## src/rtl/swtg_pkg.sv

```systemverilog
// ----------------------------------------------------------------------------
// swtg_pkg
// Shared widths, codes and controller/datapath handshake structs for the
// square wave tone generator.
// ----------------------------------------------------------------------------
package swtg_pkg;

  localparam int TPM_W     = 20;  // ticks_per_ms
  localparam int AMIN_W    = 16;  // audible_min_hz
  localparam int FREQ_W    = 16;
  localparam int DUR_W     = 16;
  localparam int PERIOD_W  = 30;
  localparam int PHASE_W   = 29;
  localparam int ELAPSED_W = 37;
  localparam int DIV_STEPS = PERIOD_W;
  localparam int DIVCNT_W  = $clog2(DIV_STEPS);
  localparam int IN_DATA_W = 32;
  localparam int OUT_DATA_W = 8;
  localparam int CFG_IDX_W = 1;
  localparam int CFG_DATA_W = TPM_W;

  localparam logic [9:0] MS_PER_S = 10'd1000;

  // configuration register indexes
  localparam logic [CFG_IDX_W-1:0] REG_TICKS_PER_MS   = 1'd0;
  localparam logic [CFG_IDX_W-1:0] REG_AUDIBLE_MIN_HZ = 1'd1;

  // input item kinds carried in tuser
  localparam logic OP_TICK = 1'b0;
  localparam logic OP_NOTE = 1'b1;

  // commands from controller to datapath
  typedef struct packed {
    logic load_note;    // latch note fields from the input item
    logic load_mul;     // register target and divider numerator
    logic div_step;     // one restoring divider step
    logic tick_step;    // advance time by one tick
    logic note_commit;  // start the latched note (rest or tone)
    logic out_load;     // load the result register
  } swtg_cmd_t;

  // status from datapath to controller
  typedef struct packed {
    logic mode_idle;
    logic is_rest;
    logic div_last;
  } swtg_sts_t;

endpackage

```

## src/rtl/swtg_ctrl.sv

```systemverilog
// ----------------------------------------------------------------------------
// swtg_ctrl
// Sequencer: input/output handshakes and the note setup sequence
// (multiply, select, divide, emit).
// ----------------------------------------------------------------------------
module swtg_ctrl (
  input  logic                clk,
  input  logic                rst_n,
  input  logic                in_tvalid,
  output logic                in_tready,
  input  logic                in_op,
  output logic                out_tvalid,
  input  logic                out_tready,
  input  swtg_pkg::swtg_sts_t sts,
  output swtg_pkg::swtg_cmd_t cmd
);

  typedef enum logic [4:0] {
    S_RUN  = 5'b00001,
    S_MUL  = 5'b00010,
    S_SEL  = 5'b00100,
    S_DIV  = 5'b01000,
    S_EMIT = 5'b10000
  } state_t;

  state_t state_r, state_nxt;
  logic   out_valid_r, out_valid_nxt;
  logic   out_free;
  logic   in_fire;

  assign out_free   = !out_valid_r || out_tready;
  assign in_tready  = (state_r == S_RUN) && out_free;
  assign in_fire    = in_tvalid && in_tready;
  assign out_tvalid = out_valid_r;

  always_comb begin
    state_nxt = state_r;
    cmd       = '0;
    case (state_r)
      S_RUN: begin
        if (in_fire) begin
          if (in_op == swtg_pkg::OP_NOTE && sts.mode_idle) begin
            cmd.load_note = 1'b1;
            state_nxt     = S_MUL;
          end else begin
            cmd.tick_step = (in_op == swtg_pkg::OP_TICK);
            cmd.out_load  = 1'b1;
          end
        end
      end
      S_MUL: begin
        cmd.load_mul = 1'b1;
        state_nxt    = S_SEL;
      end
      S_SEL: begin
        state_nxt = sts.is_rest ? S_EMIT : S_DIV;
      end
      S_DIV: begin
        cmd.div_step = 1'b1;
        if (sts.div_last) begin
          state_nxt = S_EMIT;
        end
      end
      S_EMIT: begin
        if (out_free) begin
          cmd.note_commit = 1'b1;
          cmd.out_load    = 1'b1;
          state_nxt       = S_RUN;
        end
      end
      default: begin
        state_nxt = S_RUN;
      end
    endcase
  end

  always_comb begin
    if (cmd.out_load) begin
      out_valid_nxt = 1'b1;
    end else if (out_tready) begin
      out_valid_nxt = 1'b0;
    end else begin
      out_valid_nxt = out_valid_r;
    end
  end

  always_ff @(posedge clk) begin
    if (!rst_n) begin
      state_r     <= S_RUN;
      out_valid_r <= 1'b0;
    end else begin
      state_r     <= state_nxt;
      out_valid_r <= out_valid_nxt;
    end
  end

endmodule

```

## src/rtl/swtg_dp.sv

```systemverilog
// ----------------------------------------------------------------------------
// swtg_dp
// Datapath: configuration registers, note setup multipliers, restoring
// period divider, tone/rest timing state and the result register.
// ----------------------------------------------------------------------------
module swtg_dp (
  input  logic                                 clk,
  input  logic                                 rst_n,
  input  logic                                 cfg_we,
  input  logic [swtg_pkg::CFG_IDX_W-1:0]       cfg_index,
  input  logic [swtg_pkg::CFG_DATA_W-1:0]      cfg_wdata,
  input  logic [swtg_pkg::FREQ_W-1:0]          in_freq,
  input  logic [swtg_pkg::DUR_W-1:0]           in_dur,
  input  swtg_pkg::swtg_cmd_t                  cmd,
  output swtg_pkg::swtg_sts_t                  sts,
  output logic [3:0]                           out_res
);

  typedef enum logic [2:0] {
    MODE_IDLE = 3'b001,
    MODE_REST = 3'b010,
    MODE_TONE = 3'b100
  } mode_t;

  // configuration
  logic [swtg_pkg::TPM_W-1:0]  tpm_r;
  logic [swtg_pkg::AMIN_W-1:0] amin_r;

  // latched note and setup
  logic [swtg_pkg::FREQ_W-1:0]    freq_r;
  logic [swtg_pkg::DUR_W-1:0]     dur_r;
  logic                           is_rest_r;
  logic [swtg_pkg::PERIOD_W-1:0]  quo_r, quo_nxt;
  logic [swtg_pkg::FREQ_W-1:0]    rem_r, rem_nxt;
  logic [swtg_pkg::DIVCNT_W-1:0]  div_cnt_r;

  // timing state
  mode_t                           mode_r, mode_nxt;
  logic                            pin_r, pin_nxt;
  logic                            high_r, high_nxt;
  logic [swtg_pkg::PERIOD_W-1:0]   period_r, period_nxt;
  logic [swtg_pkg::PHASE_W-1:0]    phase_r, phase_nxt;
  logic [swtg_pkg::ELAPSED_W-1:0]  elapsed_r, elapsed_nxt;
  logic [swtg_pkg::ELAPSED_W-1:0]  target_r;

  logic [3:0] out_r;

  logic [swtg_pkg::DUR_W+swtg_pkg::TPM_W-1:0] tgt_prod;
  logic [swtg_pkg::PERIOD_W-1:0]              num_prod;
  logic [swtg_pkg::FREQ_W:0]                  div_sh;
  logic                                       div_ge;
  logic [swtg_pkg::PHASE_W-1:0]               half;
  logic [swtg_pkg::PHASE_W-1:0]               phase_inc;
  logic [swtg_pkg::PERIOD_W-1:0]              period_add;
  logic [swtg_pkg::ELAPSED_W-1:0]             el_rest, el_tone;
  logic                                       acc, fin;

  assign tgt_prod = {{swtg_pkg::TPM_W{1'b0}}, dur_r} * {{swtg_pkg::DUR_W{1'b0}}, tpm_r};
  assign num_prod = swtg_pkg::PERIOD_W'(tpm_r) * swtg_pkg::PERIOD_W'(swtg_pkg::MS_PER_S);

  // restoring divider, one quotient bit per step
  assign div_sh  = {rem_r, quo_r[swtg_pkg::PERIOD_W-1]};
  assign div_ge  = div_sh >= {1'b0, freq_r};
  assign rem_nxt = div_ge ? swtg_pkg::FREQ_W'(div_sh - {1'b0, freq_r})
                          : div_sh[swtg_pkg::FREQ_W-1:0];
  assign quo_nxt = {quo_r[swtg_pkg::PERIOD_W-2:0], div_ge};

  // half period, at least one tick
  assign half = (period_r[swtg_pkg::PERIOD_W-1:1] == '0) ? swtg_pkg::PHASE_W'(1)
                                                         : period_r[swtg_pkg::PERIOD_W-1:1];
  assign phase_inc  = phase_r + swtg_pkg::PHASE_W'(1);
  assign period_add = (period_r == '0) ? swtg_pkg::PERIOD_W'(1) : period_r;
  assign el_rest    = elapsed_r + swtg_pkg::ELAPSED_W'(1);
  assign el_tone    = elapsed_r + swtg_pkg::ELAPSED_W'(period_add);

  always_comb begin
    mode_nxt    = mode_r;
    pin_nxt     = pin_r;
    high_nxt    = high_r;
    period_nxt  = period_r;
    phase_nxt   = phase_r;
    elapsed_nxt = elapsed_r;
    acc         = 1'b0;
    fin         = 1'b0;
    if (cmd.note_commit) begin
      acc         = 1'b1;
      elapsed_nxt = '0;
      phase_nxt   = '0;
      high_nxt    = 1'b0;
      if (is_rest_r) begin
        period_nxt = '0;
        if (target_r == '0) begin
          fin = 1'b1;
        end else begin
          mode_nxt = MODE_REST;
        end
      end else begin
        period_nxt = quo_r;
        pin_nxt    = 1'b0;
        mode_nxt   = MODE_TONE;
      end
    end else if (cmd.tick_step) begin
      case (mode_r)
        MODE_REST: begin
          elapsed_nxt = el_rest;
          if (el_rest >= target_r) begin
            mode_nxt = MODE_IDLE;
            fin      = 1'b1;
          end
        end
        MODE_TONE: begin
          if (phase_inc >= half) begin
            phase_nxt = '0;
            if (!high_r) begin
              high_nxt = 1'b1;
              pin_nxt  = 1'b1;
            end else begin
              elapsed_nxt = el_tone;
              if (el_tone > target_r) begin
                mode_nxt = MODE_IDLE;
                pin_nxt  = 1'b1;
                fin      = 1'b1;
              end else begin
                high_nxt = 1'b0;
                pin_nxt  = 1'b0;
              end
            end
          end else begin
            phase_nxt = phase_inc;
          end
        end
        default: begin
          mode_nxt = mode_r;
        end
      endcase
    end
  end

  always_ff @(posedge clk) begin
    if (!rst_n) begin
      tpm_r     <= swtg_pkg::TPM_W'(1000);
      amin_r    <= swtg_pkg::AMIN_W'(20);
      mode_r    <= MODE_IDLE;
      pin_r     <= 1'b0;
      high_r    <= 1'b0;
      period_r  <= '0;
      phase_r   <= '0;
      elapsed_r <= '0;
      target_r  <= '0;
    end else begin
      if (cfg_we) begin
        case (cfg_index)
          swtg_pkg::REG_TICKS_PER_MS:   tpm_r  <= cfg_wdata;
          swtg_pkg::REG_AUDIBLE_MIN_HZ: amin_r <= cfg_wdata[swtg_pkg::AMIN_W-1:0];
          default: ;
        endcase
      end
      mode_r    <= mode_nxt;
      pin_r     <= pin_nxt;
      high_r    <= high_nxt;
      period_r  <= period_nxt;
      phase_r   <= phase_nxt;
      elapsed_r <= elapsed_nxt;
      if (cmd.load_mul) begin
        target_r <= swtg_pkg::ELAPSED_W'(tgt_prod);
      end
    end
  end

  // payload registers
  always_ff @(posedge clk) begin
    if (cmd.load_note) begin
      freq_r <= in_freq;
      dur_r  <= in_dur;
    end
    if (cmd.load_mul) begin
      is_rest_r <= (freq_r == '0) || (freq_r < amin_r);
      quo_r     <= num_prod;
      rem_r     <= '0;
      div_cnt_r <= '0;
    end else if (cmd.div_step) begin
      quo_r     <= quo_nxt;
      rem_r     <= rem_nxt;
      div_cnt_r <= div_cnt_r + swtg_pkg::DIVCNT_W'(1);
    end
    if (cmd.out_load) begin
      out_r <= {fin, acc, (mode_nxt != MODE_IDLE), pin_nxt};
    end
  end

  assign sts.mode_idle = (mode_r == MODE_IDLE);
  assign sts.is_rest   = is_rest_r;
  assign sts.div_last  = (div_cnt_r == swtg_pkg::DIVCNT_W'(swtg_pkg::DIV_STEPS - 1));
  assign out_res       = out_r;

  a_phase_below_half: assert property (@(posedge clk) disable iff (!rst_n)
    (mode_r == MODE_TONE) |-> (phase_r < half))
    else $error("tone phase reached half period");

  a_elapsed_in_range: assert property (@(posedge clk) disable iff (!rst_n)
    (mode_r != MODE_IDLE) |-> (elapsed_r <= target_r))
    else $error("elapsed ticks beyond target while busy");

  a_fin_goes_idle: assert property (@(posedge clk) disable iff (!rst_n)
    (cmd.out_load && fin) |=> (mode_r == MODE_IDLE))
    else $error("finished item left block busy");

  a_tone_ends_high: assert property (@(posedge clk) disable iff (!rst_n)
    (cmd.tick_step && fin && (mode_r == MODE_TONE)) |=> pin_r)
    else $error("tone ended with pin low");

endmodule

```

## src/rtl/square_wave_tone_generator.sv

```systemverilog
// ----------------------------------------------------------------------------
// square_wave_tone_generator
// Buzzer tone generator: square wave notes and rests timed by tick items.
// ----------------------------------------------------------------------------
// Every input item gives exactly one result item. Tick items, and note items
// that arrive while a tone or rest is still playing, need no setup steps and
// can follow back to back while the output is not stalled. A note taken while
// idle occupies the block until its result is delivered: it steps through the
// duration and numerator multiplies, a select step, 30 steps of the bit-serial
// period divider (tones only) and a final step that delivers the result.
// Configuration writes take effect at the next clock edge.
module square_wave_tone_generator (
  input  logic                                  clk,
  input  logic                                  rst_n,
  input  logic                                  cfg_we,
  input  logic [swtg_pkg::CFG_IDX_W-1:0]        cfg_index,
  input  logic [swtg_pkg::CFG_DATA_W-1:0]       cfg_wdata,
  input  logic                                  in_tvalid,
  output logic                                  in_tready,
  input  logic [swtg_pkg::IN_DATA_W-1:0]        in_tdata,   // frequency_hz, duration_ms
  input  logic                                  in_tuser,   // op
  output logic                                  out_tvalid,
  input  logic                                  out_tready,
  output logic [swtg_pkg::OUT_DATA_W-1:0]       out_tdata   // pin_level, busy_res,
                                                            // accepted, finished, zeros
);

  swtg_pkg::swtg_cmd_t cmd;
  swtg_pkg::swtg_sts_t sts;
  logic [3:0]          res;

  swtg_ctrl u_ctrl (
    .clk        (clk),
    .rst_n      (rst_n),
    .in_tvalid  (in_tvalid),
    .in_tready  (in_tready),
    .in_op      (in_tuser),
    .out_tvalid (out_tvalid),
    .out_tready (out_tready),
    .sts        (sts),
    .cmd        (cmd)
  );

  swtg_dp u_dp (
    .clk       (clk),
    .rst_n     (rst_n),
    .cfg_we    (cfg_we),
    .cfg_index (cfg_index),
    .cfg_wdata (cfg_wdata),
    .in_freq   (in_tdata[swtg_pkg::FREQ_W-1:0]),
    .in_dur    (in_tdata[swtg_pkg::FREQ_W+swtg_pkg::DUR_W-1:swtg_pkg::FREQ_W]),
    .cmd       (cmd),
    .sts       (sts),
    .out_res   (res)
  );

  assign out_tdata = {{(swtg_pkg::OUT_DATA_W-4){1'b0}}, res};

endmodule
```

## config.mk

```make
export PLATFORM = sky130hd
export DESIGN_NAME = square_wave_tone_generator
export DESIGN_NICKNAME = d
export VERILOG_FILES = /design/src/rtl/swtg_pkg.sv /design/src/rtl/swtg_ctrl.sv /design/src/rtl/swtg_dp.sv /design/src/rtl/square_wave_tone_generator.sv
export SDC_FILE = /design/constraint.sdc
export NUM_CORES = 2
export LEC_CHECK = 0
export ABC_AREA = 1
export BUFFER_PORTS_ARGS = -buffer_cell sky130_fd_sc_hd__buf_4
export CAP_MARGIN = 20
export CORE_ASPECT_RATIO = 1.4
export CORE_MARGIN = 4
export CORE_UTILIZATION = 45
export DETAILED_ROUTE_END_ITERATION = 10
export GPL_TIMING_DRIVEN = 0
export PLACE_DENSITY = 0.73
export RECOVER_POWER = 100
export SLEW_MARGIN = 15
export SYNTH_ARGS = -nofsm -noshare
export SYNTH_HDL_FRONTEND = slang
export SYNTH_SLANG_ARGS = --single-unit
```

## constraint.sdc

```tcl
create_clock -name clk -period 15 [get_ports clk]
set_clock_uncertainty 0.1 [all_clocks]
set_input_delay 0.75 -clock clk [delete_from_list [all_inputs] [get_ports clk]]
set_output_delay 0.75 -clock clk [all_outputs]
set_load 0.01 [all_outputs]
```

==> summary.md <==
| Metric | Value |
|---|---|
| Run status | `finished, violations left` |
| Failing checks | `capacitance limit, slew limit` |
| Clock Path Buffers | `3` |
| Syn Inst Count | `4119` |
| Worst EP arrival | `8.29 ns` |
| Setup WS post-layout | `7.14 ns` |
| Number of enable flip-flop cells after synthesis | `64` |
| Max transition margin | `-7.54%` |
| Clock share of power | `10.8%` |
| Largest net degree at the start of global routing | `29` |
| Starting DRC count in detailed routing | `1965` |
| GR Util met2 | `45.0%` |
| RSZ-0062 raised after global routing | `no` |
| Warnings from Yosys | `0` |
| Avg Inst Size Synth | `7.57 sq um` |
| Die X | `230 um` |
| Drt pass-1 iters | `6` |
| Slowest CP cell | `clkbuf_1` |
| Die span in y | `319 um` |
| Residual DRC count | `0` |
| Via count | `27500` |
| CTS tree | `done` |
| Worst setup startpoint | `u_dp.tpm_r[12]$_SDFFE_PN0P_` |
| Max Cap Viol | `1` |
| Via density | `5.32` |
| Pins Over Slew Limit | `29` |
| GRT Util Overall | `25.6%` |
| Max VDD drop | `0.319 mV` |
| Buffers & Inverters on Critical Path | `8` |
| Max FO, Critical Path | `10` |
| Startpoint type of the worst setup path | `flop` |
| Post-synth top flop | `dfxtp_1` |
| Flop pwr share | `11.5%` |
| Met1 Resource Use GR | `29.2%` |
| Synth Register Bits | `267` |
| Sequential area share after synthesis | `19.2%` |
| GPL Wtd Cong | `1.03` |
| Area post-placement | `0.0329 sq mm` |
| Hold crit path type | `in -> reg` |
| Critical path class | `reg -> reg` |
| Dpl ws | `7.45 ns` |
| Routed WL | `95.5 mm` |
| Critical path's top delay family | `adder cells` |
| Final worst path period share | `52.4%` |
| Max Clk Rate | `127 MHz` |
| Setup TNS | `0 ns` |
| CP Capture Type | `flop` |
| Core Util, Final | `49.4%` |
| GRT overflow | `0` |
| Worst r2r src | `u_dp.tpm_r[12]$_SDFFE_PN0P_` |
| Final Hold Vio Count | `0` |
| Core area | `0.0683 sq mm` |
| Number of buffers created by CTS | `30` |
| Switching power total | `4.01 mW` |
| Initial antenna violation count | `0` |
| Met3 usage | `2.80%` |
| Max incr delay on CP | `0.69 ns` |
| ANT cells | `0` |
| Vias in the first global route | `27800` |
| Hold Path Origin | `in_tdata[14]` |
| Hpwl dp | `78.7 mm` |
| Layout cells sized above 1 | `3.96%` |
| CTS H-tree depth | `1` |
| Reg clk slew, reported paths | `0.07 ns` |
| Total die area | `0.0736 sq mm` |
| Clk_lat worst skew | `0.63 ns` |
| Setup Buffers After CTS | `0` |
| Area Overhead vs Synth | `8.21%` |
| Post-route cell area | `0.0337 sq mm` |
| Busiest layer in global routing | `met2` |
| Boundary pin count | `69` |
| Crit path required time | `15.43 ns` |
| Hold Buf Count CTS | `0` |
| Netlist cell types | `63` |
| Leakage | `17.3 nW` |
| Clock Tree Root | `clkbuf_16` |
| Synth Cell Area | `0.0312 sq mm` |
| Switch share | `54.7%` |
| Int Power | `3.32 mW` |
| Post-CTS Resized | `0` |
| Wirelength per Cell | `18.5 um` |
| First-pass GRT wire length | `149 mm` |
| Worst hold slack | `0.215 ns` |
| Fin crit period | `7.86 ns` |
| Starting density of the core | `45.7%` |
| Port Buffer Count | `64` |
| Fin nets | `4937` |
| Worst-margin pin slew | `1.61 ns` |
| Finish-stage setup viols | `0` |
| Row Count | `113` |
| Clock sink count | `267` |
| Remaining antenna violation count | `0` |
| Power Density | `217 mW/mm^2` |
| Combinational share of power | `77.7%` |
| Synth async-reset ratio | `0%` |
==> flip-flops by register name, indices dropped and copies added, names as in the netlist <==
name and count:
u_ctrl.out_tvalid 1, u_ctrl.state_r 5, u_dp.amin_r 16, u_dp.div_cnt_r 5, u_dp.dur_r 16, u_dp.elapsed_r 37, u_dp.freq_r 16, u_dp.high_r 1
u_dp.is_rest_r 1, u_dp.mode_r 3, u_dp.out_res 4, u_dp.period_r 30, u_dp.phase_r 29, u_dp.pin_r 1, u_dp.quo_r 30, u_dp.rem_r 16
u_dp.target_r 36, u_dp.tpm_r 20
==> cell families (layout without fill, tap and decap cells) <==
logic type	Yosys count	in the layout	synth area share [%]
XOR/XNOR	127	127	3.59
flip-flops	267	267	19.2
buffers and inverters	994	1117	12.1
AO/OA/AOI/OAI	660	660	11.6
other	1	4	0.0120
AND/OR/NAND/NOR	1413	1413	19.3
adder cells (fa/ha/maj)	657	657	34.1
==> final timing paths <==
kind                                    endpoint  slack (ns)  cells past startpoint
hold reg to reg      u_dp.amin_r[0]$_SDFFE_PN0P_        0.35                      2
setup reg to reg  u_dp.target_r[27]$_SDFFE_PN0P_        7.14                     26
setup / recovery  u_dp.target_r[27]$_SDFFE_PN0P_        7.14                     26
hold / removal         u_dp.freq_r[14]$_DFFE_PP_        0.21                      1
==> metrics by stage <==
step	power (mW)	instances
finish	7.33	5165
global route	8.03	5165
CTS	7.29	5165
detailed placement	6.47	5109
global placement	6.39	5106
floorplan	4.77	4122
==> layer usage <==
metal	part of all wire, %	routed length (um)
met1	38	35800
met2	49	46600
met3	5.6	5310
met4	8.2	7790
met5	0	0
==> area by class of cell <==
cell class                      count  area [sq um]
Fill cell                        6718         34600
Clock buffer                       43           861
Sequential cell                   267          5990
Buffer                            170           659
Inverter                          824          3090
Tap cell                          920          1150
Multi-Input combinational cell   2861         21300
Clock inverter                     13           175
Timing Repair Buffer               67           462
==> Yosys cell counts (9+ instances only) <==
library cell  count  area (sq um)
a21o_1           14           105
a21oi_1         300          1500
a31oi_1          12          75.1
buf_2             9          45.0
clkbuf_1        151           567
dfxtp_1         203          4060
edfxtp_1         64          1920
fa_1            322          6450
ha_1            335          4190
inv_1           806          3030
inv_2            12          45.0
nand2_1         913          3430
nand3_1         113           566
nand4_1          61           382
nor2_1          206           773
nor3_1           36           180
nor3_2           13           130
nor4_1           21           131
o211ai_1         20           150
o21ai_0         205          1030
o21ai_1          11          55.1
o21bai_1         11          82.6
o22ai_1          43           269
xnor2_1          46           403
xor2_1           80           701
==> power by group through the flow <==
stage / Sequential [mW] / Clock [mW] / Combinational, mW
after floorplan: 0.844 / 0 / 3.93
after global placement: 0.855 / 0 / 5.53
after detailed placement: 0.855 / 0 / 5.62
after CTS: 0.840 / 0.796 / 5.65
after global routing: 0.846 / 0.823 / 6.36
final: 0.841 / 0.790 / 5.70
==> placed cells by master, fill, tap and decap left out, types with 12 or more instances in the layout <==
cell type / instances
a21o_1: 14
a21oi_1: 300
a31oi_1: 12
buf_4: 29
clkbuf_1: 179
clkbuf_16: 31
clkbuf_4: 31
dfxtp_1: 203
edfxtp_1: 64
fa_1: 322
ha_1: 335
inv_1: 809
nand2_1: 915
nand3_1: 114
nand4_1: 62
nor2_1: 208
nor3_1: 38
nor4_1: 22
o211ai_1: 20
o21ai_0: 213
o22ai_1: 43
xnor2_1: 46
xor2_1: 80
Note: power is estimated with default switching activity, not from simulation.
